File: config.mk
export PLATFORM = sky130hd
export DESIGN_NAME = half_step_stepper_sequencer_flat
export DESIGN_NICKNAME = d
export VERILOG_FILES = /design/src/rtl/core/hss_pkg.sv /design/src/rtl/core/hss_in_if.sv /design/src/rtl/core/hss_out_if.sv /design/src/rtl/core/hss_step.sv /design/src/rtl/core/half_step_stepper_sequencer.sv /design/src/flat_wrapper.sv
export SDC_FILE = /design/constraint.sdc
export NUM_CORES = 1
export LEC_CHECK = 0
export ABC_CLOCK_PERIOD_IN_PS = 4700
export BUFFER_PORTS_ARGS = -buffer_cell sky130_fd_sc_hd__buf_4
export CAP_MARGIN = 20
export CORE_ASPECT_RATIO = 2
export CORE_MARGIN = 2
export CORE_UTILIZATION = 54
export CTS_BUF_LIST = sky130_fd_sc_hd__clkbuf_8 sky130_fd_sc_hd__clkbuf_16
export CTS_CLUSTER_DIAMETER = 150
export DETAILED_ROUTE_END_ITERATION = 10
export MAX_ROUTING_LAYER = met4
export PLACE_DENSITY = 0.82
export SLEW_MARGIN = 20
export SYNTH_ARGS = -nofsm -noshare
export SYNTH_HDL_FRONTEND = slang
export SYNTH_SLANG_ARGS = --single-unit
File: constraint.sdc
create_clock -name clk -period 4.7 [get_ports clk]
set_clock_uncertainty 0.2 [all_clocks]
set_input_delay 0.235 -clock clk [delete_from_list [all_inputs] [get_ports clk]]
set_output_delay 0.235 -clock clk [all_outputs]
set_load 0.02 [all_outputs]
File: src/rtl/core/hss_pkg.sv
`timescale 1ns / 1ps
`default_nettype none
package hss_pkg;

  // Number of positions the phase steps through.
  localparam int unsigned PHASES = 8;

  localparam int unsigned ELAPSED_W = 20;
  localparam int unsigned PHASE_W   = 4;
  localparam int unsigned VCOUNT_W  = 9;
  localparam int unsigned COILS_W   = 4;
  localparam int unsigned TABLE_W   = 32;
  localparam int unsigned CFG_W     = 32;

  localparam logic [ELAPSED_W-1:0] ELAPSED_MAX = '1;

  localparam logic [1:0] CMD_HOLD  = 2'd0;
  localparam logic [1:0] CMD_CW    = 2'd1;
  localparam logic [1:0] CMD_CCW   = 2'd2;
  localparam logic [1:0] CMD_VIBE  = 2'd3;

  localparam logic REG_STEP_INTERVAL = 1'b0;
  localparam logic REG_PHASE_TABLE   = 1'b1;

  localparam logic [ELAPSED_W-1:0] STEP_INTERVAL_RST = 20'd2000;
  localparam logic [TABLE_W-1:0]   PHASE_TABLE_RST   = 32'd2562376465;

  typedef struct packed {
    logic [ELAPSED_W-1:0] elapsed;
    logic [PHASE_W-1:0]   phase;
    logic [VCOUNT_W-1:0]  vcount;
    logic [COILS_W-1:0]   coil_latch;
  } hss_state_t;

  typedef struct packed {
    logic [1:0] cmd;
    logic [7:0] forward_steps;
    logic [7:0] reverse_steps;
  } hss_item_t;

endpackage
`default_nettype wire

File: src/rtl/core/hss_in_if.sv
`timescale 1ns / 1ps
`default_nettype none
interface hss_in_if;
  logic       valid;
  logic       ready;
  logic [1:0] cmd;
  logic [7:0] forward_steps;
  logic [7:0] reverse_steps;

  modport source (output valid, cmd, forward_steps, reverse_steps, input ready);
  modport sink   (input valid, cmd, forward_steps, reverse_steps, output ready);
endinterface
`default_nettype wire

File: src/rtl/core/hss_out_if.sv
`timescale 1ns / 1ps
`default_nettype none
interface hss_out_if;
  logic       valid;
  logic       ready;
  logic [3:0] coils;
  logic       stepped;

  modport source (output valid, coils, stepped, input ready);
  modport sink   (input valid, coils, stepped, output ready);
endinterface
`default_nettype wire

File: src/rtl/core/hss_step.sv
`timescale 1ns / 1ps
`default_nettype none
module hss_step (
  input  hss_pkg::hss_state_t                 st,
  input  hss_pkg::hss_item_t                  item,
  input  logic [hss_pkg::ELAPSED_W-1:0]       step_interval,
  input  logic [hss_pkg::TABLE_W-1:0]         phase_table,
  output hss_pkg::hss_state_t                 nxt,
  output logic                                stepped
);

  localparam logic [hss_pkg::PHASE_W-1:0] PHASE_END = hss_pkg::PHASE_W'(hss_pkg::PHASES);
  localparam logic [hss_pkg::PHASE_W-1:0] PHASE_TOP = hss_pkg::PHASE_W'(hss_pkg::PHASES - 1);

  function automatic logic [hss_pkg::COILS_W-1:0] pattern_of(
    input logic [hss_pkg::TABLE_W-1:0] tbl,
    input logic [hss_pkg::PHASE_W-1:0] idx
  );
    pattern_of = tbl[{idx[2:0], 2'b00} +: hss_pkg::COILS_W];
  endfunction

  function automatic logic [hss_pkg::PHASE_W-1:0] phase_back(
    input logic [hss_pkg::PHASE_W-1:0] p
  );
    if (p == '0 || p > PHASE_END) phase_back = PHASE_TOP;
    else                          phase_back = p - 1'b1;
  endfunction

  function automatic logic [hss_pkg::PHASE_W-1:0] phase_fwd(
    input logic [hss_pkg::PHASE_W-1:0] p
  );
    if (p >= PHASE_TOP) phase_fwd = '0;
    else                phase_fwd = p + 1'b1;
  endfunction

  logic [hss_pkg::ELAPSED_W-1:0] elapsed_inc;
  logic [hss_pkg::PHASE_W-1:0]   cw_phase;
  logic [hss_pkg::PHASE_W-1:0]   new_phase;
  logic [hss_pkg::VCOUNT_W-1:0]  cnt_inc;
  logic [hss_pkg::VCOUNT_W-1:0]  cycle_len;

  assign elapsed_inc = (st.elapsed == hss_pkg::ELAPSED_MAX) ? st.elapsed
                                                            : st.elapsed + 1'b1;
  assign stepped   = (item.cmd != hss_pkg::CMD_HOLD) && (elapsed_inc > step_interval);
  assign cw_phase  = (st.phase >= PHASE_END) ? '0 : st.phase;
  assign cnt_inc   = st.vcount + 1'b1;
  assign cycle_len = {1'b0, item.forward_steps} + {1'b0, item.reverse_steps};

  always_comb begin
    nxt = st;
    nxt.elapsed = elapsed_inc;
    new_phase = st.phase;
    if (stepped) begin
      nxt.elapsed = '0;
      case (item.cmd)
        hss_pkg::CMD_CW: begin
          // Clockwise shows the current pattern, then advances.
          nxt.coil_latch = pattern_of(phase_table, cw_phase);
          nxt.phase = cw_phase + 1'b1;
        end
        hss_pkg::CMD_CCW: begin
          new_phase = phase_back(st.phase);
          nxt.phase = new_phase;
          nxt.coil_latch = pattern_of(phase_table, new_phase);
        end
        hss_pkg::CMD_VIBE: begin
          if (st.vcount < {1'b0, item.forward_steps}) begin
            new_phase = phase_fwd(st.phase);
            nxt.vcount = cnt_inc;
          end else begin
            new_phase = phase_back(st.phase);
            nxt.vcount = (cnt_inc == cycle_len) ? '0 : cnt_inc;
          end
          nxt.phase = new_phase;
          nxt.coil_latch = pattern_of(phase_table, new_phase);
        end
        default: begin
          nxt.elapsed = elapsed_inc;
        end
      endcase
    end
  end

endmodule
`default_nettype wire

File: src/rtl/core/half_step_stepper_sequencer.sv
`timescale 1ns / 1ps
`default_nettype none
// Half-step stepper sequencer.
// Each transaction on in_ch is one microsecond tick with a command (hold,
// clockwise, anticlockwise, vibrate) and the vibrate forward/reverse step
// counts. Every tick yields exactly one transaction on out_ch carrying the
// latched coil pattern and a flag that is set when a step was taken.
// An accepted tick sits in an input register, where the step logic compares
// the elapsed counter with the interval, picks the next phase and selects
// its pattern; the result register is loaded from it once out_ch is free.
// One tick is accepted every cycle while out_ch keeps taking results; the
// single path through the step logic and state registers sets that rate.
// When out_ch stalls, the result register holds, the input register fills,
// and in_ch.ready then drops until the result is taken.
// Configuration (cfg_we, cfg_index, cfg_data) writes step_interval (index 0)
// or phase_table (index 1); the user must use it only while no tick is in
// flight, as the block itself does not enforce this.
// Reset clears the counter, phase, vibrate count and coil latch, empties
// both registers and restores the default interval and phase table.
module half_step_stepper_sequencer (
  input  logic                      clk,
  input  logic                      rst,
  hss_in_if.sink                    in_ch,
  hss_out_if.source                 out_ch,
  input  logic                      cfg_we,
  input  logic                      cfg_index,
  input  logic [hss_pkg::CFG_W-1:0] cfg_data
);

  logic [hss_pkg::ELAPSED_W-1:0] step_interval;
  logic [hss_pkg::TABLE_W-1:0]   phase_table;

  hss_pkg::hss_state_t st;
  hss_pkg::hss_state_t st_next;
  hss_pkg::hss_item_t  item;
  logic                item_valid;
  logic                step_hit;

  logic out_free;
  logic item_fire;
  logic in_fire;

  assign out_free  = !out_ch.valid || out_ch.ready;
  assign item_fire = item_valid && out_free;
  assign in_ch.ready = !item_valid || out_free;
  assign in_fire   = in_ch.valid && in_ch.ready;

  always_ff @(posedge clk) begin
    if (rst) begin
      step_interval <= hss_pkg::STEP_INTERVAL_RST;
      phase_table   <= hss_pkg::PHASE_TABLE_RST;
    end else if (cfg_we) begin
      case (cfg_index)
        hss_pkg::REG_STEP_INTERVAL: step_interval <= cfg_data[hss_pkg::ELAPSED_W-1:0];
        hss_pkg::REG_PHASE_TABLE:   phase_table   <= cfg_data[hss_pkg::TABLE_W-1:0];
        default: ;
      endcase
    end
  end

  // Input register.
  always_ff @(posedge clk) begin
    if (rst) begin
      item_valid <= 1'b0;
    end else if (in_ch.ready) begin
      item_valid <= in_ch.valid;
    end
  end

  always_ff @(posedge clk) begin
    if (in_fire) begin
      item.cmd           <= in_ch.cmd;
      item.forward_steps <= in_ch.forward_steps;
      item.reverse_steps <= in_ch.reverse_steps;
    end
  end

  hss_step u_step (
    .st            (st),
    .item          (item),
    .step_interval (step_interval),
    .phase_table   (phase_table),
    .nxt           (st_next),
    .stepped       (step_hit)
  );

  // State advances only when the tick moves into the result register.
  always_ff @(posedge clk) begin
    if (rst) begin
      st <= '0;
    end else if (item_fire) begin
      st <= st_next;
    end
  end

  always_ff @(posedge clk) begin
    if (rst) begin
      out_ch.valid <= 1'b0;
    end else if (out_free) begin
      out_ch.valid <= item_valid;
    end
  end

  always_ff @(posedge clk) begin
    if (item_fire) begin
      out_ch.coils   <= st_next.coil_latch;
      out_ch.stepped <= step_hit;
    end
  end

  a_phase_range: assert property (@(posedge clk) disable iff (rst)
    st.phase <= hss_pkg::PHASE_W'(hss_pkg::PHASES))
    else $error("phase left its range");

  a_step_clears: assert property (@(posedge clk) disable iff (rst)
    item_fire && step_hit |=> st.elapsed == '0 && out_ch.stepped)
    else $error("step did not clear the elapsed counter");

  a_hold_no_step: assert property (@(posedge clk) disable iff (rst)
    item_fire && item.cmd == hss_pkg::CMD_HOLD |=> !out_ch.stepped && $stable(st.coil_latch))
    else $error("hold tick changed the coils");

endmodule
`default_nettype wire

File: src/flat_wrapper.sv
// flat-port wrapper written by rule: the top's interface ports become plain ports
module half_step_stepper_sequencer_flat 
  (clk, rst, cfg_we, cfg_index, cfg_data, in_ch_valid, in_ch_cmd, in_ch_forward_steps, in_ch_reverse_steps, in_ch_ready, out_ch_valid, out_ch_coils, out_ch_stepped, out_ch_ready);
  hss_in_if in_ch_i ();
  hss_out_if out_ch_i ();
  input  logic clk;
  input  logic rst;
  input  logic cfg_we;
  input  logic cfg_index;
  input  logic [hss_pkg::CFG_W-1:0] cfg_data;
  input wire logic [$bits(in_ch_i.valid)-1:0] in_ch_valid;
  input wire logic [$bits(in_ch_i.cmd)-1:0] in_ch_cmd;
  input wire logic [$bits(in_ch_i.forward_steps)-1:0] in_ch_forward_steps;
  input wire logic [$bits(in_ch_i.reverse_steps)-1:0] in_ch_reverse_steps;
  output wire logic [$bits(in_ch_i.ready)-1:0] in_ch_ready;
  output wire logic [$bits(out_ch_i.valid)-1:0] out_ch_valid;
  output wire logic [$bits(out_ch_i.coils)-1:0] out_ch_coils;
  output wire logic [$bits(out_ch_i.stepped)-1:0] out_ch_stepped;
  input wire logic [$bits(out_ch_i.ready)-1:0] out_ch_ready;
  assign in_ch_i.valid = in_ch_valid;
  assign in_ch_i.cmd = in_ch_cmd;
  assign in_ch_i.forward_steps = in_ch_forward_steps;
  assign in_ch_i.reverse_steps = in_ch_reverse_steps;
  assign in_ch_ready = in_ch_i.ready;
  assign out_ch_valid = out_ch_i.valid;
  assign out_ch_coils = out_ch_i.coils;
  assign out_ch_stepped = out_ch_i.stepped;
  assign out_ch_i.ready = out_ch_ready;
  half_step_stepper_sequencer u_core (.clk(clk), .rst(rst), .in_ch(in_ch_i), .out_ch(out_ch_i), .cfg_we(cfg_we), .cfg_index(cfg_index), .cfg_data(cfg_data));
endmodule
## Word-level counts from Yosys, hierarchy flattened

Cells that the tools add are included.

| storage, ports and cells | value |
|---|---|
| register bits | 114 |
| input port bits | 56 |
| output and inout port bits | 7 |
| logic and storage cells | 65 |

| cells by class | value |
|---|---|
| add/subtract/negate cells | 6 |
| order comparisons | 5 |
| eq/ne operators | 5 |
| shift-type cells | 3 |
| multiplexer cells | 16 |
| bitwise logic cells | 1 |
| reductions and logical operators | 16 |

Operators by type and width:

| kind | count |
|---|---|
| $shiftx 32x6->4 | 3 |
| $mux 20 | 2 |
| $mux 37 | 1 |
| $mux 4 | 8 |
| $mux 9 | 3 |
| $pmux 4 s3 | 2 |
| $add 20x1->20 const B | 1 |
| $eq 20x20->1 const B | 1 |
| $gt 20x20->1 | 1 |
| $add 8x8->9 | 1 |
| $add 9x1->9 const B | 1 |
| $eq 9x9->1 | 1 |
| $lt 9x8->1 | 1 |
| $add 4x1->4 const B | 2 |
| $reduce_and 3->1 | 2 |
| $eq 2x2->1 const B | 2 |
| $ge 4x3->1 const B | 1 |
| $ge 4x4->1 const B | 1 |
| $gt 4x4->1 const B | 1 |
| $logic_not 4->1 | 1 |
| $reduce_and 2->1 | 2 |
| $sub 4x1->4 const B | 1 |
| $logic_and 1x1->1 | 3 |
| $logic_or 1x1->1 | 3 |
| 6 further kinds | 7 |

## Longest topological paths before layout

| logic depth | value |
|---|---|
| depth in word-level cells | 9 |
| gate-level depth with buffers | 22 |
| depth with buffers taken out | 18 |

## Hierarchy

A second synthesis with hierarchy kept.

| unflattened totals | value |
|---|---|
| cell total of the unflattened synthesis | 839 |
| area total of the unflattened synthesis | 7,135.6 um^2 |

Modules (own cells, without submodules):

| module | instances | cells an instance | area each (um^2) | seq. area each (um^2) |
|---|---|---|---|---|
| half_step_stepper_sequencer | 1 | 422 | 4,290.4 | 2,512.4 |
| hss_step | 1 | 417 | 2,845.2 | 0.0 |

## Worst setup path after synthesis

No wires, ideal clock.

| path | value |
|---|---|
| path kind | register to register |
| from | reg u_core.st[20] (netlist name) |
| to | reg u_core.st[0] (netlist name) |
| setup time | 0.080 ns |
| data arrival time | 4.156 ns |
| data required time | 4.420 ns |
| setup slack | 0.265 ns |
| stages on the path, launching flop included | 22 |
| path buffers | 4 |
| clock period less this slack | 4.435 ns |
| cell sequence | dfxtp_1 > and3_1 > clkbuf_1 > nand3_1 > or4_1 > buf_2 > nand2b_1 > nor2_1 > nand3_1 > xnor2_1 > ha_1 > nand4_1 > or2_2 > nor3_1 > o21ai_0 > o211ai_1 > nand2b_1 > clkbuf_1 > nor2_1 > clkbuf_1 > nor2_1 > a211oi_2 |

| on the way | value |
|---|---|
| word-level cells in the longest chain between the ends | 5 |
| elaborated cells between the ends (all ways) | 6 |
| those cells by class | add/sub (1); order compare (1); eq/ne (1); mux (2); reduce/logical (1) |

Ends and longest elaborated chain:

| item | RTL line | RTL |
|---|---|---|
| $add 20x1->20 or $eq 20x20->1 (tied branches) | hss_step.sv:43, hss_step.sv:42 |  |
| $mux 20 (*) | hss_step.sv:42 | `assign elapsed_inc = (st.elapsed == hss_pkg::ELAPSED_MAX) ? st.elapsed` |
| $gt 20x20->1 (*) | hss_step.sv:44 | `assign stepped = (item.cmd != hss_pkg::CMD_HOLD) && (elapsed_inc > step_interval);` |
| $logic_and 1x1->1 (*) | hss_step.sv:44 |  |
| $mux 37 (*) | hss_step.sv:53 | `if (stepped) begin` |

Mark *: on every way between the ends. The rest lies on a longest branch, timed or not.
A chain may end at the register's enable or synchronous reset.

## Worst setup path in the final report

| path | value |
|---|---|
| from | reg u_core.st[24] (netlist name) |
| to | reg u_core.st[21] (netlist name) |

| on the way | value |
|---|---|
| word-level cells in the longest chain between the ends | 5 |
| elaborated cells between the ends (all ways) | 7 |
| those cells by class | add/sub (1); order compare (1); eq/ne (1); mux (3); reduce/logical (1) |

Ends and longest elaborated chain:

| item | RTL line |
|---|---|
| $add 20x1->20 or $eq 20x20->1 (tied branches) | hss_step.sv:43, hss_step.sv:42 |
| $mux 20 (*) | hss_step.sv:42 |
| $gt 20x20->1 | hss_step.sv:44 |
| $logic_and 1x1->1 | hss_step.sv:44 |
| $mux 37 (*) | hss_step.sv:53 |

Marks and branches as above.

==> metrics.cfg <==
[critical_path]
cpPeakStageDelay_ps=610
cp_cell_sequence=and4_1 -> nand3_1 -> or4_4 -> nand2b_1 -> nor2_1 -> nand2_1 -> xnor2_1 -> ha_1 -> nand4_1 -> or2_2 -> nor3_1 -> o21ai_0 -> o211ai_1 -> nand2b_2 -> inv_2 -> buf_4 -> a21oi_1 -> o21ai_0 -> a21oi_1
critPathLaunchType=flop
crit_buf_inv=2
crit_type=flop to flop
cp_data_required_time_ps=4750
arrival_ps=4410
critPathTopFamily=simple AND/OR/NAND/NOR gates
path_max_fanout=18
critPathSlowestCell=or4_4
worstSetupEndpointType=flop

[synthesis]
synth_ff_type=dfxtp_1
synth_top_area_share_pct=29.1
syn_nets=824
ys_warn_count=0
ys_types=55
syn_inst=727
netlist_area_sq_um=6260
synth-async-reset-ratio_pct=0
synth_edf_count=23
avgSynthCellArea_sq_um=8.61
synth_area_leaders=dfxtp_1, edfxtp_1, ha_1, nand2_1, a21oi_1
synth_top_area_cell=dfxtp_1
seq_area_frac_synth_pct=40.2
synth_seq_cells=114

[pwr]
p_comb_share_pct=12.4
p_leak_nw=3.43
clockPowerShare_pct=48.9
p_sw_share_pct=23.6
intPower_w=0.00212
p_switching_w=0.000654
p_per_area_nw_per_um2=348
p_seq_share_pct=38.7
peakVddDrop_uv=338

[floorplan]
die_w_um=80.1
dieArea_sq_um=12500
initial_utilization_pct=55.4
die_height_um=156
core_area_sq_um=11300
placementRows=55
io_pins=63

[placed_design]
dp_slack_ps=199
placed_area_sq_um=6810
hpwl_um=11600
gp_congestion=1.00
port-buffer-count=62

[run]
cap_violations=0

[timing]
setup_viol=0
fmax_mhz=229
setup_slack_ps=339
finalCritPeriodShare_pct=92.8
final_max_slew_viol_count=0
slew_headroom_pct=29.0
setup-tns-final_ps=0
period_minus_slack_ps=4360
worstMarginPinSlew_ps=1060
hold_viol=0
rsz0062_at_grt=false

[layout]
final_nets=929
area_delta_synth_final_pct=27.8
drive_gt1_share_pct=14.9
diodes=0
final_cell_area_sq_um=7990
fill_cells=819

[detailed_routing]
via_count=5817
viasPerCell=5.89
wl_per_cell_um=17.4
drtIter0Drc=446
detail-route-antenna-nets=0
wirelength_um=17200
dr.pass1.iters=6
drc=0

[global_route]
grt_pass1_wl_um=27400
grt_pass1_vias=5886
grt_overflow=0
grt_max_degree=92
antenna_found_initial=0
grtUsageTotal_pct=29.4

[cts]
cts_buffers=17
clk_pin_slew_ps=50
postCtsSetupBuffers=0
htreeDepth=4
clock_sinks=114
cts_tree=done
cts-root-buf=clkbuf_16
clk_path_buf_depth=2
clk_latency_ps=420

[outcome]
status=complete, no violations

[min_path]
hold_class=input pin to flop

==> worst min-delay path: stages <==
cell	delay [ps]
buf_4	100
nor2b_1	40
buf_4	220
nand2_1	100
a21oi_1	50
==> cells in the mapped netlist (all sizes together) (4+ instances only) <==
master  number
nand2      125
dfxtp       91
a21oi       63
nor2        57
ha          40
inv         37
clkbuf      33
nand3       32
xnor2       32
edfxtp      23
nand3b      19
mux2i       17
o21ai       17
a21o        14
nand4       11
and3         9
nor3         9
a211o        8
a211oi       8
a22oi        8
a31oi        8
nand2b       7
xor2         6
buf          5
mux2         5
nor2b        5
mux4         4
o21a         4
==> stage by stage <==
stage / power, W / util [%] / hold WS [ps] / instances
2_1_floorplan: 0.00128 / - / 134 / 727
3_3_place_gp: 0.00137 / 60.4 / 213 / 902
3_5_place_dp: 0.00139 / 60.4 / 214 / 902
4_1_cts: 0.00278 / 70.7 / 169 / 987
5_1_grt: 0.00286 / 70.8 / 196 / 987
6_report: 0.00278 / 70.8 / 188 / 987
==> worst paths after layout <==
check                                            from                        to  cells after the start  slack (ps)
worst max-delay path                    u_core.st[24]             u_core.st[21]                     19         340
worst min-delay path                        cfg_index  u_core.step_interval[11]                      5         190
worst max register to register          u_core.st[24]             u_core.st[21]                     19         340
worst min register to register  u_core.phase_table[2]     u_core.phase_table[2]                      2         250
==> layer usage <==
layer / GRT usage (%) / vias up / part of all wire (%)
met5: - / - / 0
met4: 22.4 / 0 / 8.1
met3: 5.59 / 87 / 4.3
met2: 51.7 / 235 / 53
met1: 27.0 / 2737 / 34
li1: - / 2758 / -
==> cell usage in the layout (no fill, tap or decap), types with 9 or more instances in the layout <==
| cell | count |
|---|---|
| edfxtp_1 | 23 |
| nand2_1 | 125 |
| nand3_1 | 32 |
| mux2i_1 | 17 |
| a21o_1 | 14 |
| inv_1 | 39 |
| nor2_1 | 57 |
| nor3_1 | 9 |
| ha_1 | 40 |
| xnor2_1 | 32 |
| o21ai_0 | 16 |
| a21oi_1 | 63 |
| dlygate4sd3_1 | 53 |
| buf_4 | 71 |
| clkbuf_16 | 19 |
| nand4_1 | 11 |
| nand3b_1 | 19 |
| dfxtp_1 | 88 |
==> cell type report <==
cell class | instances | area (sq um) | area share (%)
tap | 142 | 178 | 2.22
clock buffer | 21 | 503 | 6.29
clock inverter | 11 | 130 | 1.63
inverter | 37 | 139 | 1.74
multi-input combinational | 538 | 3460 | 43.3
timing repair buffer | 124 | 1060 | 13.3
sequential | 114 | 2520 | 31.5
==> what timing repair did <==
| action | in CTS | in global routing |
|---|---|---|
| resized for setup | 0 | 7 |
| setup endpoints to repair | 0 | 38 |
| hold endpoints to repair | 72 | 0 |
| hold buffers | 53 | 0 |
==> registers in the layout, indices dropped and copies added (netlist names) <==
name and flops:
u_core.out_ch.coils 4, u_core.item_valid 1, u_core.st 37, u_core.out_ch.valid 1, u_core.out_ch.stepped 1, u_core.phase_table 32, u_core.step_interval 20, u_core.item 18
==> kinds of logic after synthesis <==
kind of cell / Yosys count / synth area share (%)
and+or+nand+nor: 286 / 21.2
AOI/OAI and AO/OA: 147 / 15.3
DFF: 114 / 40.2
buffers and inverters: 75 / 4.66
adders and majority gates: 41 / 8.32
xor gates and xnor gates: 38 / 5.32
muxes: 26 / 5.06
==> power groups by stage <==
stage	Sequential [W]	Combinational (W)	Clock, W
CTS	0.00107	0.000339	0.00137
floorplan	0.00108	0.000201	0
global route	0.00108	0.000374	0.00141
detailed placement	0.00109	0.000298	0
finish	0.00107	0.000345	0.00136
global placement	0.00109	0.000286	0
(Power assumes the default switching activity.)
